==> src/hdl/triple_ema_accel_threshold_edge_assert.svh <==
// Assertion macros shared by the RTL modules.
// Each macro expects clk and rst_n in the scope where it is used.
`ifndef TRIPLE_EMA_ACCEL_THRESHOLD_EDGE_ASSERT_SVH
`define TRIPLE_EMA_ACCEL_THRESHOLD_EDGE_ASSERT_SVH

// The consequent must hold in the same cycle as the antecedent.
`define TEAT_ASSERT_NOW(lbl, pre, post, msg) \
  lbl: assert property (@(posedge clk) disable iff (!rst_n) (pre) |-> (post)) else $error(msg);

// The consequent must hold in the cycle after the antecedent.
`define TEAT_ASSERT_NEXT(lbl, pre, post, msg) \
  lbl: assert property (@(posedge clk) disable iff (!rst_n) (pre) |=> (post)) else $error(msg);

`endif

==> src/hdl/teat_pkg.sv <==
`default_nettype none
package teat_pkg;

  localparam int FILTER_STAGES_DEF = 3;
  localparam int AXES = 3;
  localparam int SAMPLE_W = 16;
  localparam int STAGE_W = 32;
  localparam int FRAC_BITS = 15;
  localparam int ALPHA_W = 17;
  localparam int THR_W = 16;
  localparam int MAG_W = 32;
  localparam int CFG_ADDR_W = 1;
  localparam int IN_DATA_W = 48;
  localparam int OUT_DATA_W = 88;

  localparam logic [CFG_ADDR_W-1:0] REG_ALPHA = 1'b0;
  localparam logic [CFG_ADDR_W-1:0] REG_THRESHOLD = 1'b1;

  localparam logic [ALPHA_W-1:0] ALPHA_ONE = 17'd65536;
  localparam logic [ALPHA_W-1:0] ALPHA_RESET = 17'd39322;
  localparam logic [THR_W-1:0] THRESHOLD_RESET = 16'd16384;

  localparam logic [1:0] AXIS_FIRST = 2'd0;
  localparam logic [1:0] AXIS_LAST = 2'd2;

  typedef struct packed {
    logic capture;
    logic clear;
    logic seed;
    logic acc_clr;
    logic ema_step;
    logic ema_first;
    logic sq_step;
    logic thr_step;
    logic finish;
    logic [1:0] axis;
  } teat_cmd_t;

  typedef struct packed {
    logic seeded;
    logic out_busy;
  } teat_sts_t;

endpackage
`default_nettype wire

==> src/hdl/teat_ctrl.sv <==
`default_nettype none
`include "triple_ema_accel_threshold_edge_assert.svh"
module teat_ctrl
  import teat_pkg::*;
#(
  parameter int FILTER_STAGES = FILTER_STAGES_DEF
) (
  input  wire logic      clk,
  input  wire logic      rst_n,
  input  wire logic      in_tvalid,
  output logic           in_tready,
  input  wire logic      in_tuser,
  input  wire teat_sts_t sts,
  output teat_cmd_t      cmd
);

  localparam int NST = AXES * FILTER_STAGES;
  localparam int CNT_W = $clog2(NST);
  localparam logic [CNT_W-1:0] CNT_LAST = CNT_W'(NST - 1);
  localparam logic [CNT_W-1:0] CNT_FIRST_END = CNT_W'(AXES);

  localparam logic [2:0] S_IDLE = 3'd0;
  localparam logic [2:0] S_LOAD = 3'd1;
  localparam logic [2:0] S_EMA  = 3'd2;
  localparam logic [2:0] S_SQR  = 3'd3;
  localparam logic [2:0] S_THR  = 3'd4;
  localparam logic [2:0] S_FIN  = 3'd5;

  logic [2:0] state_r, state_nxt;
  logic [CNT_W-1:0] cnt_r, cnt_nxt;
  logic [1:0] axis_r, axis_nxt;
  logic [1:0] axis_inc;

  assign in_tready = (state_r == S_IDLE);
  assign axis_inc = (axis_r == AXIS_LAST) ? AXIS_FIRST : axis_r + 2'd1;

  always_comb begin
    state_nxt = state_r;
    cnt_nxt = cnt_r;
    axis_nxt = axis_r;
    cmd = '0;
    cmd.axis = axis_r;
    case (state_r)
      S_IDLE: begin
        if (in_tvalid) begin
          if (in_tuser) begin
            cmd.clear = 1'b1;
          end else begin
            cmd.capture = 1'b1;
            state_nxt = S_LOAD;
          end
        end
      end
      S_LOAD: begin
        cmd.acc_clr = 1'b1;
        cnt_nxt = '0;
        axis_nxt = AXIS_FIRST;
        if (sts.seeded) begin
          state_nxt = S_EMA;
        end else begin
          cmd.seed = 1'b1;
          state_nxt = S_SQR;
        end
      end
      S_EMA: begin
        cmd.ema_step = 1'b1;
        cmd.ema_first = (cnt_r < CNT_FIRST_END);
        axis_nxt = axis_inc;
        cnt_nxt = cnt_r + CNT_W'(1);
        if (cnt_r == CNT_LAST) begin
          axis_nxt = AXIS_FIRST;
          state_nxt = S_SQR;
        end
      end
      S_SQR: begin
        cmd.sq_step = 1'b1;
        axis_nxt = axis_inc;
        if (axis_r == AXIS_LAST) begin
          state_nxt = S_THR;
        end
      end
      S_THR: begin
        cmd.thr_step = 1'b1;
        state_nxt = S_FIN;
      end
      S_FIN: begin
        if (!sts.out_busy) begin
          cmd.finish = 1'b1;
          state_nxt = S_IDLE;
        end
      end
      default: begin
        state_nxt = S_IDLE;
      end
    endcase
  end

  always_ff @(posedge clk) begin
    if (!rst_n) begin
      state_r <= S_IDLE;
      cnt_r <= '0;
      axis_r <= AXIS_FIRST;
    end else begin
      state_r <= state_nxt;
      cnt_r <= cnt_nxt;
      axis_r <= axis_nxt;
    end
  end

  `TEAT_ASSERT_NEXT(a_sample_to_load, in_tvalid && in_tready && !in_tuser, state_r == S_LOAD, "sample transaction did not start processing")
  `TEAT_ASSERT_NEXT(a_ema_to_sqr, state_r == S_EMA && cnt_r == CNT_LAST, state_r == S_SQR && axis_r == AXIS_FIRST, "filter pass did not end on the first axis")
  `TEAT_ASSERT_NOW(a_seed_once, cmd.seed, !sts.seeded && !cmd.ema_step, "seeding an already seeded filter")

endmodule
`default_nettype wire

==> src/hdl/teat_dp.sv <==
`default_nettype none
`include "triple_ema_accel_threshold_edge_assert.svh"
module teat_dp
  import teat_pkg::*;
#(
  parameter int FILTER_STAGES = FILTER_STAGES_DEF
) (
  input  wire logic                  clk,
  input  wire logic                  rst_n,
  input  wire logic                  cfg_we,
  input  wire logic [CFG_ADDR_W-1:0] cfg_addr,
  input  wire logic [ALPHA_W-1:0]    cfg_wdata,
  input  wire logic [IN_DATA_W-1:0]  in_tdata,
  input  wire teat_cmd_t             cmd,
  output teat_sts_t                  sts,
  output logic                       out_tvalid,
  input  wire logic                  out_tready,
  output logic [OUT_DATA_W-1:0]      out_tdata
);

  localparam int NST = AXES * FILTER_STAGES;
  localparam int PROD_W = 51;

  logic [ALPHA_W-1:0] alpha_r;
  logic [THR_W-1:0] thr_r;
  logic signed [SAMPLE_W-1:0] samp_r [AXES];
  logic signed [STAGE_W-1:0] st_r [NST];
  logic seeded_r, level_r, prior_seeded_r;
  logic [MAG_W-1:0] mag_r, thr_sq_r;
  logic out_valid_r;
  logic signed [SAMPLE_W-1:0] out_f_r [AXES];
  logic [MAG_W-1:0] out_mag_r;
  logic out_above_r, out_rise_r;

  logic [ALPHA_W-1:0] alpha_eff;
  logic signed [SAMPLE_W-1:0] fin [AXES];
  logic signed [STAGE_W-1:0] ema_src;
  logic signed [32:0] mul_a;
  logic signed [17:0] mul_b;
  logic signed [PROD_W-1:0] prod, prod_rnd;
  logic signed [STAGE_W-1:0] st_new;
  logic above;

  assign alpha_eff = (alpha_r > ALPHA_ONE) ? ALPHA_ONE : alpha_r;

  always_comb begin
    logic signed [32:0] rsum;
    logic signed [32:0] rq;
    for (int a = 0; a < AXES; a++) begin
      rsum = 33'(st_r[NST-AXES+a]) + 33'sd16384;
      rq = rsum >>> FRAC_BITS;
      if (rq > 33'sd32767) begin
        fin[a] = 16'sh7fff;
      end else if (rq < -33'sd32768) begin
        fin[a] = 16'sh8000;
      end else begin
        fin[a] = rq[SAMPLE_W-1:0];
      end
    end
  end

  always_comb begin
    if (cmd.ema_first) begin
      ema_src = {samp_r[cmd.axis][SAMPLE_W-1], samp_r[cmd.axis], {FRAC_BITS{1'b0}}};
    end else begin
      ema_src = st_r[NST-AXES];
    end
    if (cmd.ema_step) begin
      mul_a = 33'(ema_src) - 33'(st_r[0]);
      mul_b = 18'($signed({1'b0, alpha_eff}));
    end else if (cmd.sq_step) begin
      mul_a = 33'(fin[cmd.axis]);
      mul_b = 18'(fin[cmd.axis]);
    end else begin
      mul_a = 33'($signed({1'b0, thr_r}));
      mul_b = 18'($signed({1'b0, thr_r}));
    end
  end

  assign prod = PROD_W'(mul_a) * PROD_W'(mul_b);
  assign prod_rnd = prod + PROD_W'(32768);
  assign st_new = st_r[0] + prod_rnd[47:16];
  assign above = (mag_r > thr_sq_r);

  always_ff @(posedge clk) begin
    if (!rst_n) begin
      alpha_r <= ALPHA_RESET;
      thr_r <= THRESHOLD_RESET;
    end else if (cfg_we) begin
      case (cfg_addr)
        REG_ALPHA: alpha_r <= cfg_wdata;
        REG_THRESHOLD: thr_r <= cfg_wdata[THR_W-1:0];
        default: begin
        end
      endcase
    end
  end

  always_ff @(posedge clk) begin
    if (!rst_n) begin
      for (int i = 0; i < NST; i++) begin
        st_r[i] <= '0;
      end
    end else if (cmd.clear) begin
      for (int i = 0; i < NST; i++) begin
        st_r[i] <= '0;
      end
    end else if (cmd.seed) begin
      for (int i = 0; i < NST; i++) begin
        st_r[i] <= {samp_r[i % AXES][SAMPLE_W-1], samp_r[i % AXES], {FRAC_BITS{1'b0}}};
      end
    end else if (cmd.ema_step) begin
      for (int i = 0; i < NST - 1; i++) begin
        st_r[i] <= st_r[i+1];
      end
      st_r[NST-1] <= st_new;
    end
  end

  always_ff @(posedge clk) begin
    if (cmd.capture) begin
      samp_r[0] <= in_tdata[15:0];
      samp_r[1] <= in_tdata[31:16];
      samp_r[2] <= in_tdata[47:32];
      prior_seeded_r <= seeded_r;
    end
    if (cmd.acc_clr) begin
      mag_r <= '0;
    end else if (cmd.sq_step) begin
      mag_r <= mag_r + prod[MAG_W-1:0];
    end
    if (cmd.thr_step) begin
      thr_sq_r <= prod[MAG_W-1:0];
    end
    if (cmd.finish) begin
      for (int a = 0; a < AXES; a++) begin
        out_f_r[a] <= fin[a];
      end
      out_mag_r <= mag_r;
      out_above_r <= above;
      out_rise_r <= prior_seeded_r && !level_r && above;
    end
  end

  always_ff @(posedge clk) begin
    if (!rst_n) begin
      seeded_r <= 1'b0;
      level_r <= 1'b0;
      out_valid_r <= 1'b0;
    end else begin
      if (cmd.clear) begin
        seeded_r <= 1'b0;
        level_r <= 1'b0;
      end else begin
        if (cmd.seed) begin
          seeded_r <= 1'b1;
        end
        if (cmd.finish) begin
          level_r <= above;
        end
      end
      if (cmd.finish) begin
        out_valid_r <= 1'b1;
      end else if (out_tready) begin
        out_valid_r <= 1'b0;
      end
    end
  end

  assign sts.seeded = seeded_r;
  assign sts.out_busy = out_valid_r && !out_tready;

  assign out_tvalid = out_valid_r;
  assign out_tdata = {6'b0, out_rise_r, out_above_r, out_mag_r,
                      out_f_r[2], out_f_r[1], out_f_r[0]};

  `TEAT_ASSERT_NOW(a_rise_needs_level, out_valid_r && out_rise_r, out_above_r, "rising edge reported below threshold")
  `TEAT_ASSERT_NOW(a_ema_when_seeded, cmd.ema_step, seeded_r, "filter step on an unseeded filter")
  `TEAT_ASSERT_NEXT(a_clear_flags, cmd.clear, !seeded_r && !level_r, "clear left the seed or level flag set")

endmodule
`default_nettype wire

==> src/hdl/triple_ema_accel_threshold_edge.sv <==
// Cascaded EMA accelerometer filter with a magnitude threshold and edge flag.
// Input channel in_*: one transaction per sample or clear. in_tuser selects a
// clear (1) or a sample (0); in_tdata carries accel x, y, z as 16-bit signed.
// Output channel out_*: one transaction per sample, none for a clear.
// Configuration: cfg_we writes cfg_wdata to register cfg_addr (0 = alpha,
// 1 = threshold) in the same cycle; write only while the block is idle.
// An accepted sample passes the load, filter, square, threshold and finish
// states before its result is loaded into the output register; these use
// the single shared multiplier, which runs one filter step per cycle
// (three per stage) followed by three squares and the threshold square.
// A seeding sample skips the filter states. A clear is taken in the idle state.
// in_tready is high only between items, so no item is accepted before the
// last sample is finished, and the next item is accepted while a result
// waits in the output.
// If the receiver stalls, the result holds in the output register and a
// finished next item waits until that register is taken.
// Reset (rst_n low, synchronous) restores the register defaults, empties the
// filter, drops the seed and level flags and the pending result.
`default_nettype none
module triple_ema_accel_threshold_edge
  import teat_pkg::*;
#(
  parameter int FILTER_STAGES = FILTER_STAGES_DEF
) (
  input  wire logic                  clk,
  input  wire logic                  rst_n,
  input  wire logic                  cfg_we,
  input  wire logic [CFG_ADDR_W-1:0] cfg_addr,
  input  wire logic [ALPHA_W-1:0]    cfg_wdata,
  input  wire logic                  in_tvalid,
  output logic                       in_tready,
  // accel_x [15:0], accel_y [31:16], accel_z [47:32]
  input  wire logic [IN_DATA_W-1:0]  in_tdata,
  // cmd [0]
  input  wire logic [0:0]            in_tuser,
  output logic                       out_tvalid,
  input  wire logic                  out_tready,
  // filtered_x [15:0], filtered_y [31:16], filtered_z [47:32],
  // magnitude_sq [79:48], above_threshold [80], level_rise [81], zeros above
  output logic [OUT_DATA_W-1:0]      out_tdata
);

  teat_cmd_t cmd;
  teat_sts_t sts;

  teat_ctrl #(
    .FILTER_STAGES(FILTER_STAGES)
  ) u_ctrl (
    .clk      (clk),
    .rst_n    (rst_n),
    .in_tvalid(in_tvalid),
    .in_tready(in_tready),
    .in_tuser (in_tuser[0]),
    .sts      (sts),
    .cmd      (cmd)
  );

  teat_dp #(
    .FILTER_STAGES(FILTER_STAGES)
  ) u_dp (
    .clk       (clk),
    .rst_n     (rst_n),
    .cfg_we    (cfg_we),
    .cfg_addr  (cfg_addr),
    .cfg_wdata (cfg_wdata),
    .in_tdata  (in_tdata),
    .cmd       (cmd),
    .sts       (sts),
    .out_tvalid(out_tvalid),
    .out_tready(out_tready),
    .out_tdata (out_tdata)
  );

endmodule
`default_nettype wire
==> config.mk <==
export PLATFORM = sky130hd
export DESIGN_NAME = triple_ema_accel_threshold_edge
export DESIGN_NICKNAME = d
export VERILOG_FILES = /design/src/hdl/teat_pkg.sv /design/src/hdl/teat_ctrl.sv /design/src/hdl/teat_dp.sv /design/src/hdl/triple_ema_accel_threshold_edge.sv
export VERILOG_INCLUDE_DIRS = /design/src /design/src/hdl
export SDC_FILE = /design/constraint.sdc
export NUM_CORES = 2
export LEC_CHECK = 0
export BUFFER_PORTS_ARGS = -buffer_cell sky130_fd_sc_hd__buf_2
export CAP_MARGIN = 20
export CORE_ASPECT_RATIO = 0.6
export CORE_MARGIN = 2
export CORE_UTILIZATION = 35
export DETAILED_ROUTE_END_ITERATION = 8
export GPL_TIMING_DRIVEN = 0
export HOLD_SLACK_MARGIN = 0.05
export PLACE_DENSITY_LB_ADDON = 0.3
export SYNTH_ARGS = -nofsm -noshare
export SYNTH_HDL_FRONTEND = slang
export SYNTH_SLANG_ARGS = --single-unit
==> constraint.sdc <==
create_clock -name clk -period 38.1 [get_ports clk]
set_input_delay 5.715 -clock clk [delete_from_list [all_inputs] [get_ports clk]]
set_output_delay 5.715 -clock clk [all_outputs]
set_load 0.02 [all_outputs]
Word-level counts from Yosys, hierarchy flattened --
Memory sizes are Yosys's and may differ from the RTL's. A register that Yosys moved wholly into a read port is not among the register bits. Index checks and enable logic that the tools add are counted.
Word-level totals: memories kept 3, logic and storage cells 177, bits in writable memories 384, bits in latches 0, register bits after elaboration 144, ROM bits 0, output and inout bits 90
Memory list:
- u_dp.st_r | words 9, bits a word 32, rd ports 9, clocked after Yosys merged registers in 0, write ports 9, RTL line teat_dp.sv:27 | logic signed [STAGE_W-1:0] st_r [NST];
- u_dp.out_f_r | words 3, bits a word 16, rd ports 3, clocked after Yosys merged registers in 0, write ports 3, RTL line teat_dp.sv:31 | logic signed [SAMPLE_W-1:0] out_f_r [AXES];
- u_dp.samp_r | words 3, bits a word 16, rd ports 4, clocked after Yosys merged registers in 1, write ports 3, RTL line teat_dp.sv:26 | logic signed [SAMPLE_W-1:0] samp_r [AXES];
Cells by class: shifts and indexed selects 0, eq/ne operators 12, magnitude comparators 10, muxes and demuxes 85, div/mod/pow operators 0, reduce and logical (&&, ||, !) cells 13, bitwise logic cells 30, $mul 1, $add $sub $neg 9
Operator list (count):
- $mux W32 | 28
- $mux W16 | 8
- $add A32 B16 Y33 const B | 3
- $mux W33 | 2
- $add A32 B32 Y32 | 2
- $gt A18 B16 Y1 const B | 3
- $lt A18 B16 Y1 const B | 3
- $add A48 B17 Y48 const B | 1
- $mul A33 B18 Y48 | 1
- $mux W18 | 2
- $sub A32 B32 Y33 | 1
- $bmux W16 S2 | 1
- $gt A32 B32 Y1 | 1
- $mux W1 | 27
- $or A1 B1 Y1 | 27
- $pmux W3 S6 | 1
- $gt A17 B17 Y1 const B | 1
- $mux W17 | 1
- $mux W2 | 8
- $mux W3 | 5
- $pmux W4 S2 | 1
- $eq A3 B2 Y1 const B | 2
- $eq A3 B3 Y1 const B | 2
- $ne A2 B2 Y1 const B | 3
- other kinds (19) | 26

Longest topological paths before layout --
An unclocked memory read counts as a cell.
word-level depth 14, mapped depth 61, gate-level depth less buffers 57

By module --
Synthesis repeated with hierarchy kept, for this count alone.
Second synthesis, totals: cells, all modules 4739, area, all modules 47498.1 um^2
By module, submodules not included:
- teat_dp | cells an instance 4661, instances 1, area an instance 46887.5 um^2
- teat_ctrl | cells an instance 78, instances 1, area an instance 610.6 um^2

Worst setup path after synthesis --
No wires, ideal clock.
path kind register -> register, start register u_ctrl.state_r[2], end memory u_dp.st_r[0][0], enable pin, path buffers 2, arrival 33403 ps, required time 36186 ps, stages on the path, launching flop included 5, slack 2783 ps, cells stage by stage dfxtp_1 > clkbuf_1 > nand2b_1 > clkbuf_1 > o311ai_0
RTL lines:
- from (decl) | RTL line teat_ctrl.sv:29 | logic [2:0] state_r, state_nxt;
- from (signal assigned) | RTL line teat_ctrl.sv:104 | state_r <= state_nxt;
- to (decl) | RTL line teat_dp.sv:27

==> results.txt <==
----------------------------------------------------
[Clock network]
  Hold-fix buffers at CTS ... 0
  Worst-Skew Late Latency ... 0.66 ns
  Clock slew at the register clock pins of the worst setup and hold paths ... 0.07 ns
  CTS tree ... done
  Post-cts sizing count ... 0
  Count of H-tree levels built during CTS ... 2
  Post-CTS Setup Bufs ... 0
  Number of buffers on the longest clock path ... 3
  CTS sink count ... 530
  Root buffer selected by CTS ... sky130_fd_sc_hd__clkbuf_16
  Number of buffers created by CTS ... 48

[Setup path]
  Worst reg2reg setup slack ... 19.50 ns
  Worst reg2reg path startpoint ... u_ctrl.state_r[0]$_SDFFE_PN0P_
  Delay of the slowest critical-path stage ... 0.84 ns
  Crit Path Max Fanout ... 10
  Arrival time reported for the critical path endpoint ... 18.88 ns
  Crit start category ... register
  Reg2Reg Depth ... 55
  Most repeated library cell on the critical path ... sky130_fd_sc_hd__inv_1
  Nature of the critical path endpoint ... register
  Critical path class ... register to register
  Required time of the critical path ... 38.38 ns
  Worst flop-to-flop path endpoint ... u_dp.st_r[2][29]$_DFFE_PP_
  Max stage delay cell, worst path ... sky130_fd_sc_hd__clkbuf_1

[Synth]
  Commonest register cell after synthesis ... sky130_fd_sc_hd__edfxtp_1
  Netlist area before placement ... 47000 um^2
  Share of synthesized area occupied by flip-flops and latches ... 32.2%
  Post-Synthesis Cells ... 4932
  Commonest cells in the synthesized netlist ... sky130_fd_sc_hd__nand2_1 (875), sky130_fd_sc_hd__inv_1 (689), sky130_fd_sc_hd__fa_1 (549)
  Library cell occupying the most area in the post-synthesis netlist ... sky130_fd_sc_hd__edfxtp_1
  Top post-synthesis cells by area ... sky130_fd_sc_hd__edfxtp_1 (29%), sky130_fd_sc_hd__fa_1 (23%), sky130_fd_sc_hd__nand2_1 (7.0%)
  Mean instance size in the synthesized netlist ... 9.52 um^2
  Top-count cell post-synth ... sky130_fd_sc_hd__nand2_1
  Count of distinct cell types in the synthesized netlist ... 91
  Warnings from Yosys ... 0
  Number of flops mapped to enable cells by yosys ... 451
  Synthesis-stage register bit count ... 530
  Portion of synthesized cell area occupied by the leading cell type ... 28.8%
  Fraction of synthesis flops using an asynchronous set or reset pin ... 0%

[STA]
  Count of endpoints failing setup in the final report ... 0
  Final-layout worst hold slack ... 0.457 ns
  Worst clock skew ... 0.0527 ns
  Normalized max-slew margin ... 20.3%
  Count of final hold-check violations ... 0
  Period Utilization, post-route ... 48.8%
  Pin slew with the least headroom to its limit ... 1.20 ns
  Min Tclk post-route ... 18.60 ns
  Setup TNS Final ... 0 ns
  Setup repair after global routing missed its margin ... no
  Maximum frequency from static timing analysis ... 53.8 MHz
  Number of pins with negative max-slew slack in the final report ... 0

[Route]
  Detailed-route DRC error count ... 0
  Number of vias per cell after detailed routing ... 5.30
  Per-cell routed wire length ... 23.9 um
  Remaining antenna violation count after routing ... 0
  Detailed Route WL ... 169000 um
  Overall via count from detail_route ... 37300
  Detailed Route Iter0 Violations ... 4459
  Drt pass-1 iters ... 6

[Run]
  Max capacitance violation total ... 0

[Floorplanning]
  Initial core utilization ... 35.1%
  Total die area ... 137000 um^2
  Vertical extent of the die ... 288 um
  CORE AREA ... 134000 um^2
  Cell Rows ... 104
  Total I/O pin count ... 162
  Die boundary width ... 477 um

[Place]
  DP Wirelength ... 141000 um
  Final RePlAce weighted congestion ... 1.02
  IO Port Bufs ... 155

[GRT]
  Number of global-route vias before repair ... 35300
  Antenna violations before repair ... 11
  Congestion Overflow GR ... 0
  Maximum number of pins on one net before global-route repair ... 37
  All-Layer GR Usage ... 24.3%
  Global-route wire length before repair ... 245000 um

[Final layout]
  Area growth from synthesis to layout ... 11.4%
  Share of cells above drive strength 1 ... 6.53%
  Layout Nets ... 6076
  Number of filler cells placed in the layout ... 13400

[Worst hold path]
  Worst hold path type ... register to register
  HP Start ... u_dp.thr_r[6]$_SDFFE_PN0P_
  Worst Hold End ... u_dp.thr_r[6]$_SDFFE_PN0P_
  Cell count of the worst hold path ... 2

[Outcome]
  Result of the run ... finished clean

----------------------------------------------------
[per-stage QoR]
step / utilization (%) / std cells / cell area, um^2 / setup slack, ns
floorplan: - / 4951 / 47000 / 2.78
global placement: 37.5 / 6908 / 50100 / -12.48
detailed placement: 37.8 / 6950 / 50500 / 20.35
CTS: 39.1 / 7038 / 52200 / 20.25
global route: 39.1 / 7045 / 52300 / 18.94
finish: 39.1 / 7048 / 52300 / 19.50
[routing by layer]
metal	track usage [%]	routed length (um)	vias up
met2	30.2	61100	1939
met1	38.7	79300	18700
met4	4.82	3620	2
li1	-	-	16600
met3	9.19	24400	188
met5	0.513	102	-
[how the worst max path moves through the flow]
| stage | start | endpoint | slack [ns] | cells after the start |
|---|---|---|---|---|
| detailed placement | u_ctrl.state_r[0]$_SDFFE_PN0P_ | u_dp.st_r[2][31]$_DFFE_PP_ | 20.35 | 57 |
| CTS | u_ctrl.state_r[0]$_SDFFE_PN0P_ | u_dp.st_r[2][31]$_DFFE_PP_ | 20.25 | 57 |
| global placement | u_ctrl.state_r[0]$_SDFFE_PN0P_ | u_dp.st_r[0][117]$_DFFE_PP_ | -12.48 | 4 |
| finish | u_ctrl.state_r[0]$_SDFFE_PN0P_ | u_dp.st_r[2][29]$_DFFE_PP_ | 19.50 | 55 |
| global route | u_ctrl.state_r[0]$_SDFFE_PN0P_ | u_dp.st_r[2][29]$_DFFE_PP_ | 18.94 | 55 |
| floorplan | u_ctrl.state_r[2]$_SDFFE_PN0P_ | u_dp.st_r[0][0]$_SDFFCE_PN0P_ | 2.78 | 4 |
[area by class of cell]
| cell class | count | area (um^2) | area share [%] |
|---|---|---|---|
| inverters | 692 | 2600 | 4.97 |
| clock inverters | 36 | 514 | 0.983 |
| well taps | 1802 | 2250 | 4.31 |
| diodes | 5 | 12.5 | 0.0239 |
| plain buffers | 218 | 862 | 1.65 |
| multi-input cells | 3511 | 28500 | 54.5 |
| flip-flops and latches | 530 | 15100 | 28.9 |
| clock buffers | 52 | 1220 | 2.33 |
| repair buffers | 202 | 1230 | 2.36 |
[registers in the layout, summed over array words and instances (netlist names), named ones only]
register / count
u_dp.seeded_r: 1
u_dp.out_mag_r: 32
u_dp.out_f_r: 48
u_dp.out_tvalid: 1
u_ctrl.axis_r: 2
u_dp.alpha_r: 17
u_dp.out_rise_r: 1
u_ctrl.cnt_r: 4
u_dp.level_r: 1
u_dp.thr_sq_r: 32
u_dp.out_above_r: 1
u_dp.thr_r: 16
u_ctrl.state_r: 3
u_dp.samp_r: 48
u_dp.st_r: 288
u_dp.mag_r: 32
u_dp.prior_seeded_r: 1
[worst max-delay path, delay by kind of cell (launching register included)]
family / cells / cell delay (ns)
AND/OR/NAND/NOR: 11 / 2.64
XOR/XNOR: 3 / 0.45
AO/OA/AOI/OAI: 19 / 7.06
flip-flops: 1 / 0.31
adder cells (fa/ha/maj): 10 / 4.21
buffers and inverters: 12 / 3.53
[placed cells by master, fill, tap and decap left out, types with 9 or more instances in the layout]
cell type                   netlist  routed
sky130_fd_sc_hd__nand2_1        875     875
sky130_fd_sc_hd__inv_1          689     689
sky130_fd_sc_hd__fa_1           549     549
sky130_fd_sc_hd__edfxtp_1       451     451
sky130_fd_sc_hd__nor2_1         380     379
sky130_fd_sc_hd__ha_1           252     252
sky130_fd_sc_hd__a21oi_1        246     246
sky130_fd_sc_hd__clkbuf_1       190     194
sky130_fd_sc_hd__o21ai_0        164     164
sky130_fd_sc_hd__buf_2            5     161
sky130_fd_sc_hd__and3_1         141     141
sky130_fd_sc_hd__xnor2_1        122     122
sky130_fd_sc_hd__a21o_1          84      84
sky130_fd_sc_hd__dfxtp_1         79      79
sky130_fd_sc_hd__xor2_1          75      75
sky130_fd_sc_hd__nand3_1         67      67
sky130_fd_sc_hd__nand2b_1        56      56
sky130_fd_sc_hd__and2_1          55      54
sky130_fd_sc_hd__nor2b_1         49      48
sky130_fd_sc_hd__clkbuf_16        0      48
sky130_fd_sc_hd__nor3_1          39      39
sky130_fd_sc_hd__nand4_1         35      35
sky130_fd_sc_hd__buf_4            9      34
sky130_fd_sc_hd__mux2i_1         33      33
sky130_fd_sc_hd__o21a_1          28      28
sky130_fd_sc_hd__a211oi_1        22      22
sky130_fd_sc_hd__conb_1           2      21
sky130_fd_sc_hd__o21ai_1         15      15
sky130_fd_sc_hd__buf_6            0      15
sky130_fd_sc_hd__or2_2           14      14
sky130_fd_sc_hd__buf_1           13      13
sky130_fd_sc_hd__a22o_1          13      13
sky130_fd_sc_hd__and4_1          11      11
sky130_fd_sc_hd__o21bai_1        11      11
sky130_fd_sc_hd__a31oi_1         11      11
sky130_fd_sc_hd__o211ai_1        10      10
sky130_fd_sc_hd__nor4_1          10       9
sky130_fd_sc_hd__o31ai_1          9       9
sky130_fd_sc_hd__bufinv_16        0       9
[cells by family (layout without fill, tap and decap cells)]
group / Yosys count / in the layout / synth area share [%]
simple gates: 1772 / 1772 / 16.9
buf+inv: 910 / 1200 / 7.37
fa+ha+maj: 801 / 801 / 30.1
compound gates: 685 / 685 / 8.97
flops: 530 / 530 / 32.2
xor+xnor: 198 / 198 / 3.71
mux: 34 / 34 / 0.727
other cells: 2 / 26 / 0.0160
Power is not shown: default switching activity piles up to over one toggle a cycle in this logic, so the estimate is an artifact.
